**config.mk**
```make
export PLATFORM = sky130hd
export DESIGN_NAME = pee_ctrl
export DESIGN_NICKNAME = d
export VERILOG_FILES = /design/src/rtl/pee_pkg.sv /design/src/rtl/pee_ctrl.sv
export VERILOG_INCLUDE_DIRS = /design/src /design/src/rtl
export SDC_FILE = /design/constraint.sdc
export NUM_CORES = 1
export LEC_CHECK = 0
export BUFFER_PORTS_ARGS = -buffer_cell sky130_fd_sc_hd__buf_2
export CORE_AREA = 2 2 39 41
export DETAILED_ROUTE_END_ITERATION = 10
export DIE_AREA = 0 0 41 43
export RECOVER_POWER = 100
export SYNTH_ARGS = -nofsm -noshare
export SYNTH_HDL_FRONTEND = slang
export SYNTH_SLANG_ARGS = --single-unit
```
**constraint.sdc**
```tcl
create_clock -name i_clk -period 1.6 [get_ports i_clk]
set_clock_uncertainty 0.05 [all_clocks]
set_input_delay 0.08 -clock i_clk [delete_from_list [all_inputs] [get_ports i_clk]]
set_output_delay 0.08 -clock i_clk [all_outputs]
set_load 0.01 [all_outputs]
```
**src/rtl/postfix_expression_evaluator_assert.svh**
```systemverilog
// ----------------------------------------------------------------------------
// Postfix expression evaluator assertion macros
// Shared concurrent assertion forms used by the evaluator RTL.
// ----------------------------------------------------------------------------
`ifndef POSTFIX_EXPRESSION_EVALUATOR_ASSERT_SVH
`define POSTFIX_EXPRESSION_EVALUATOR_ASSERT_SVH

`ifndef ASSERT_OFF

// The consequent must hold in the same cycle as the antecedent.
`define PEE_ASSERT_SAME(label, clk, rst_n, ante, cons) \
    label: assert property (@(posedge clk) disable iff (!(rst_n)) (ante) |-> (cons)) \
        else $error("evaluator assertion failed: same-cycle implication");

// The consequent must hold in the cycle after the antecedent.
`define PEE_ASSERT_NEXT(label, clk, rst_n, ante, cons) \
    label: assert property (@(posedge clk) disable iff (!(rst_n)) (ante) |=> (cons)) \
        else $error("evaluator assertion failed: next-cycle implication");

// The condition must never be true.
`define PEE_ASSERT_NEVER(label, clk, rst_n, cond) \
    label: assert property (@(posedge clk) disable iff (!(rst_n)) !(cond)) \
        else $error("evaluator assertion failed: forbidden condition");

`else

`define PEE_ASSERT_SAME(label, clk, rst_n, ante, cons)
`define PEE_ASSERT_NEXT(label, clk, rst_n, ante, cons)
`define PEE_ASSERT_NEVER(label, clk, rst_n, cond)

`endif

`endif

```
**src/rtl/pee_pkg.sv**
```systemverilog
// ----------------------------------------------------------------------------
// Postfix expression evaluator package
// Widths, token and status codes, and the controller/datapath bundles.
// ----------------------------------------------------------------------------
package pee_pkg;

    localparam int STACK_DEPTH = 256;
    localparam int DATA_W      = 32;
    localparam int LVL_W       = $clog2(STACK_DEPTH + 1);
    localparam int IDX_W       = $clog2(STACK_DEPTH);
    localparam int DIV_CNT_W   = $clog2(DATA_W + 1);

    typedef enum logic [2:0] {
        FN_PUSH = 3'd0,
        FN_ADD  = 3'd1,
        FN_SUB  = 3'd2,
        FN_MUL  = 3'd3,
        FN_DIV  = 3'd4
    } t_func;

    typedef enum logic [1:0] {
        ST_OK      = 2'd0,
        ST_UNDER   = 2'd1,
        ST_DIVZERO = 2'd2,
        ST_OVER    = 2'd3
    } t_status;

    // Commands from the controller to the datapath.
    typedef struct packed {
        logic    load_tok;
        logic    push;
        logic    rd;
        logic    alu_wr;
        logic    div_start;
        logic    div_wr;
        logic    err_wr;
        t_status err_code;
        logic    emit;
    } t_dp_cmd;

    // Status from the datapath to the controller.
    typedef struct packed {
        logic [2:0] fn;
        logic       last;
        logic       err_set;
        logic       lvl_empty;
        logic       lvl_lt2;
        logic       lvl_full;
        logic       b_zero;
        logic       div_done;
    } t_dp_status;

endpackage

```
**src/rtl/pee_ctrl.sv**
```systemverilog
// ----------------------------------------------------------------------------
// Postfix evaluator controller
// Sequences each token through decode, operand fetch, execute and finish.
// ----------------------------------------------------------------------------
`include "postfix_expression_evaluator_assert.svh"

module pee_ctrl (
    input  logic                    i_clk,
    input  logic                    i_rst_n,
    input  logic                    i_tok_valid,
    output logic                    o_tok_ready,
    output logic                    o_res_valid,
    input  logic                    i_res_ready,
    input  pee_pkg::t_dp_status     i_sts,
    output pee_pkg::t_dp_cmd        o_cmd
);

    typedef enum logic [2:0] {
        S_IDLE,
        S_DECODE,
        S_OPER,
        S_DIV,
        S_FIN
    } t_state;

    t_state r_state;
    t_state n_state;
    logic   r_out_valid;

    always_comb begin
        o_cmd   = '0;
        n_state = r_state;
        unique case (r_state)
            S_IDLE: begin
                if (i_tok_valid) begin
                    o_cmd.load_tok = 1'b1;
                    n_state        = S_DECODE;
                end
            end
            S_DECODE: begin
                n_state = S_FIN;
                // Once an error is latched, tokens are skipped until the last one.
                if (!i_sts.err_set) begin
                    unique case (i_sts.fn)
                        pee_pkg::FN_PUSH: begin
                            if (i_sts.lvl_full) begin
                                o_cmd.err_wr   = 1'b1;
                                o_cmd.err_code = pee_pkg::ST_OVER;
                            end else begin
                                o_cmd.push = 1'b1;
                            end
                        end
                        pee_pkg::FN_ADD, pee_pkg::FN_SUB,
                        pee_pkg::FN_MUL, pee_pkg::FN_DIV: begin
                            if (i_sts.lvl_lt2) begin
                                o_cmd.err_wr   = 1'b1;
                                o_cmd.err_code = pee_pkg::ST_UNDER;
                            end else begin
                                o_cmd.rd = 1'b1;
                                n_state  = S_OPER;
                            end
                        end
                        default: begin
                        end
                    endcase
                end
            end
            S_OPER: begin
                if (i_sts.fn == pee_pkg::FN_DIV) begin
                    if (i_sts.b_zero) begin
                        o_cmd.err_wr   = 1'b1;
                        o_cmd.err_code = pee_pkg::ST_DIVZERO;
                        n_state        = S_FIN;
                    end else begin
                        o_cmd.div_start = 1'b1;
                        n_state         = S_DIV;
                    end
                end else begin
                    o_cmd.alu_wr = 1'b1;
                    n_state      = S_FIN;
                end
            end
            S_DIV: begin
                if (i_sts.div_done) begin
                    o_cmd.div_wr = 1'b1;
                    n_state      = S_FIN;
                end
            end
            S_FIN: begin
                if (!i_sts.last) begin
                    n_state = S_IDLE;
                end else if (!r_out_valid || i_res_ready) begin
                    o_cmd.emit = 1'b1;
                    n_state    = S_IDLE;
                end
            end
            default: begin
                n_state = S_IDLE;
            end
        endcase
    end

    always_ff @(posedge i_clk) begin
        if (!i_rst_n) begin
            r_state     <= S_IDLE;
            r_out_valid <= 1'b0;
        end else begin
            r_state <= n_state;
            if (o_cmd.emit) begin
                r_out_valid <= 1'b1;
            end else if (i_res_ready) begin
                r_out_valid <= 1'b0;
            end
        end
    end

    assign o_tok_ready = (r_state == S_IDLE);
    assign o_res_valid = r_out_valid;

    `PEE_ASSERT_NEVER(a_emit_over_pending, i_clk, i_rst_n, o_cmd.emit && r_out_valid && !i_res_ready)
    `PEE_ASSERT_NEXT(a_emit_clears_stack, i_clk, i_rst_n, o_cmd.emit, i_sts.lvl_empty && !i_sts.err_set)
    `PEE_ASSERT_NEVER(a_push_when_full, i_clk, i_rst_n, o_cmd.push && i_sts.lvl_full)
    `PEE_ASSERT_SAME(a_div_done_waited, i_clk, i_rst_n, o_cmd.div_wr, r_state == S_DIV && !i_sts.b_zero)

endmodule

```
## After elaboration in Yosys (flattened, before gate mapping)

Index checks and enable logic that the tools add are counted.

| word-level totals | value |
|---|---|
| output and inout port bits | 12 |
| register bits after elaboration | 4 |
| word-level logic and storage cells | 56 |

| operators by class | value |
|---|---|
| reductions and logical operators | 7 |
| mux-type cells | 36 |
| eq/ne operators | 11 |

Operator list:

| operator | number |
|---|---|
| $mux 3 | 14 |
| $mux 1 | 16 |
| $pmux 3 s5 | 1 |
| $eq 3x2->1 const B | 4 |
| $pmux 3 s2 | 2 |
| $eq 3x1->1 const B | 2 |
| $eq 3x3->1 const B | 2 |
| $logic_not 3->1 | 2 |
| $mux 2 | 3 |
| $ne 2x2->1 const B | 2 |
| $reduce_or 4->1 | 1 |
| $ne 3x3->1 const B | 1 |
| $reduce_and 3->1 | 1 |
| $reduce_bool 2->1 | 1 |
| $logic_not 1->1 | 1 |
| $logic_or 1x1->1 | 1 |

## Longest topological paths before layout

| logic depth | value |
|---|---|
| depth in word-level cells | 6 |
| depth in mapped cells | 4 |
| gate-level depth less buffers | 3 |

## Least setup slack after synthesis

No wires, ideal clock.

| path | value |
|---|---|
| path kind | reg2out |
| from | reg r_state[0] |
| to | out o_cmd[2] in the netlist's numbering |
| stages on the path, launching flop included | 5 |
| setup slack | 0.025 ns |
| arrival | 1.445 ns |
| path buffers | 1 |
| cells stage by stage | dfxtp_1 > buf_6 > or4b_4 > or3_4 > nand2_1 |

RTL lines:

| item | line | RTL |
|---|---|---|
| from (decl) | pee_ctrl.sv:26 | `t_state r_state;` |
| from (signal assigned) | pee_ctrl.sv:108 | `r_state <= n_state;` |
| to (decl) | pee_ctrl.sv:15 | `output pee_pkg::t_dp_cmd o_cmd` |

==> out/qor.yml <==
fin_crit_sh_pct: 108
clock.fmax_mhz: 579
initial_utilization_pct: 28.8
cts_tree: "yes"
first_global_vias: 430
worst_pin_slew_ns: 0.288
synth_edf_count: 0
holdPathEnd: "o_res_valid"
die-width_um: 41
cts.sink_count: 4
dieArea_um2: 1760
synth.distinct_cells: 29
drv_cap: 0
powerDensity_nw_per_um2: 504
status: "finished, violations left"
ys.flop_type: "dfxtp_1"
violations: "setup timing"
r2r_start: "r_state[0]"
reg2reg_slack_ns: 0.05
place_congestion: 0.695
rr_worst_depth: 4
end_kind: "output pin"
post_layout_nonfiller_instances: 96
peakVddDrop_v: 0.000338
final_nets: 96
fin_crit_ns: 1.73
drc_errors: 0
hold_viol_final: 0
wl_um: 1060
critPathLaunchType: "flip-flop"
dieHeight_um: 43
port_buffers: 24
r2r_end: "r_state[0]"
drv_slew: 0
nFillCells: 148
grt_start_max_net_pins: 8
clockBufferDepth: 2
worstPathArrival_ns: 1.60
grt-ovfl-total: 0
crit_chain: "or4b_4, or3_4, o21ai_2, buf_2"
post_cts_hold_buffer_count: 0
relSlewSlack_pct: 80.8
cts-root-buf: "clkbuf_4"
holdWs_ns: 0.0849
rsz0062_at_grt: "yes"
yosysSeqAreaShare_pct: 20.1
clkTransAtPathRegs_ns: 0.04
worst-path-buf-inv: 1
required_ns: 1.47
area_growth_pct: 59.6
grt_pass1_wl_um: 1630
setup_violations: 3
post_drt_wl_per_cell_um: 11.1
n_antenna_cell: 0
drive_above_1_share_pct: 51.2
viasPerCell: 5.06
syn_inst: 47
yosys_warnings: 0
async_reset_ff_share_pct: 0
p_leak_nw: 0.289
cts.htree.levels: 1
dp.cells: 92
io_pins: 26
dp_hpwl_um: 869
finalWorstSetupSlack_ns: -0.127
cts_buffers: 3
crit_fanout: 3
drt_first_pass_iters: 4
drt_iter0_drc: 9
min_path_type: "input pin to flip-flop"
cpPeakStageDelay_ns: 0.48
insertion_delay_ns: 0.23
critical_path_class: "flip-flop to output pin"
antenna_found_initial: 0
ant_nets: 0
min_from: "i_rst_n"
syn-num-nets: 61
track_usage_pct: 13.4
row_count: 14
synth_seq_cells: 4
worst_path_max_delay_cell: "or4b_4"
syn_area_um2: 399
avgSynthCellArea_um2: 8.49
coreArea_um2: 1380
cpLargestDelayFamily: "simple AND/OR/NAND/NOR gates"
hold_depth: 2
route.vias.total: 486
-- flip-flops by register name, indices dropped and copies added, names as in the netlist --
register	cells
o_res_valid	1
r_state	3
-- cells by family (layout without fill, tap and decap cells) --
family | Yosys count | after routing | synth area share, %
AOI/OAI and AO/OA | 10 | 10 | 22.3
and+or+nand+nor | 29 | 29 | 48.6
buffers and inverters | 2 | 35 | 3.76
DFF | 4 | 4 | 20.1
muxes | 2 | 2 | 5.33
-- layout make-up --
type	instances	area (µm²)	area share, %
multi-input cells	41	343	53.8
repair buffers	31	166	26.1
inverters	1	3.75	0.589
clock buffers	3	22.5	3.54
flip-flops and latches	4	81.3	12.8
well taps	16	20.0	3.14
-- stage by stage --
step / utilization, % / setup WS, ns / power (W) / area, µm² / setup TNS (ns)
6_report: 46.0 / -0.127 / 0.000321 / 637 / -0.255
3_3_place_gp: 41.4 / 0.0295 / 0.000191 / 573 / 0
5_1_grt: 46.0 / -0.178 / 0.000340 / 637 / -0.478
3_5_place_dp: 41.4 / 0.00385 / 0.000193 / 573 / 0
2_1_floorplan: - / 0.0251 / 0.000150 / 399 / 0
4_1_cts: 44.6 / -0.158 / 0.000325 / 617 / -0.382
-- what timing repair did --
action                                  in CTS  in global routing
endpoints found under the hold margin        0                  0
setup buffers                                1                  0
pin swaps                                    2                  1
cloned                                       0                  0
endpoints found under the setup margin       5                  6
gates resized for setup                      3                  4
-- worst reg2reg max path: cells and delay by family, from the launching register on --
kind,cells,cell delay [ns]
simple gates,1,0.48
compound gates,2,0.48
flops,1,0.32
buf+inv,1,0.16
-- synth_stat cells, types with 2 or more instances --
master / count / share of area, %
dfxtp_1: 4 / 20
nor2b_1: 4 / 6.3
nand2_1: 3 / 2.8
nand2b_1: 3 / 4.7
nor2_1: 3 / 2.8
nor3_1: 3 / 3.8
a211oi_1: 2 / 3.8
nand3_1: 2 / 2.5
o21a_1: 2 / 3.8
or4b_4: 2 / 6.9
-- layout by cell type, fill, tap and decap left out, types with 2 or more instances in the layout --
| cell type | instances |
|---|---|
| buf_2 | 22 |
| buf_4 | 6 |
| clkbuf_1 | 3 |
| clkbuf_4 | 3 |
| dfxtp_1 | 3 |
| nand2_1 | 3 |
| nand2b_1 | 3 |
| nand3_1 | 2 |
| nor2_1 | 3 |
| nor2b_1 | 4 |
| nor3_1 | 2 |
| o21a_1 | 2 |
| or4b_4 | 2 |
-- where the power goes --
| part | total [W] | internal, W | switching [W] | leakage, nW |
|---|---|---|---|---|
| logic | 0.0000940 | 0.0000470 | 0.0000470 | 0.242 |
| clock network | 0.000120 | 0.0000836 | 0.0000366 | 0.0138 |
| registers | 0.000107 | 0.000104 | 0.00000213 | 0.0329 |
| total | 0.000321 | 0.000235 | 0.0000857 | 0.289 |
-- per-layer routing --
metal  vias to the layer above  wire [µm]  global-route usage, %  part of all wire [%]
met1                       223        455                   16.7                    43
li1                        247          -                      -                     -
met5                         -          0                      0                     0
met3                         0         61                   1.57                   5.7
met4                         0          0                   8.00                     0
met2                        16        548                   20.6                    52
-- worst max-delay path by stage --
| stage | depth (start not counted) | to | startpoint |
|---|---|---|---|
| after floorplan | 4 | o_cmd[2] | r_state[0] |
| after global placement | 4 | r_state[0] | r_state[0] |
| after detailed placement | 4 | r_state[0] | r_state[0] |
| after CTS | 4 | o_cmd[3] | r_state[0] |
| after global routing | 4 | o_cmd[3] | r_state[0] |
| final | 4 | o_cmd[3] | r_state[0] |
(Power assumes the default switching activity.)
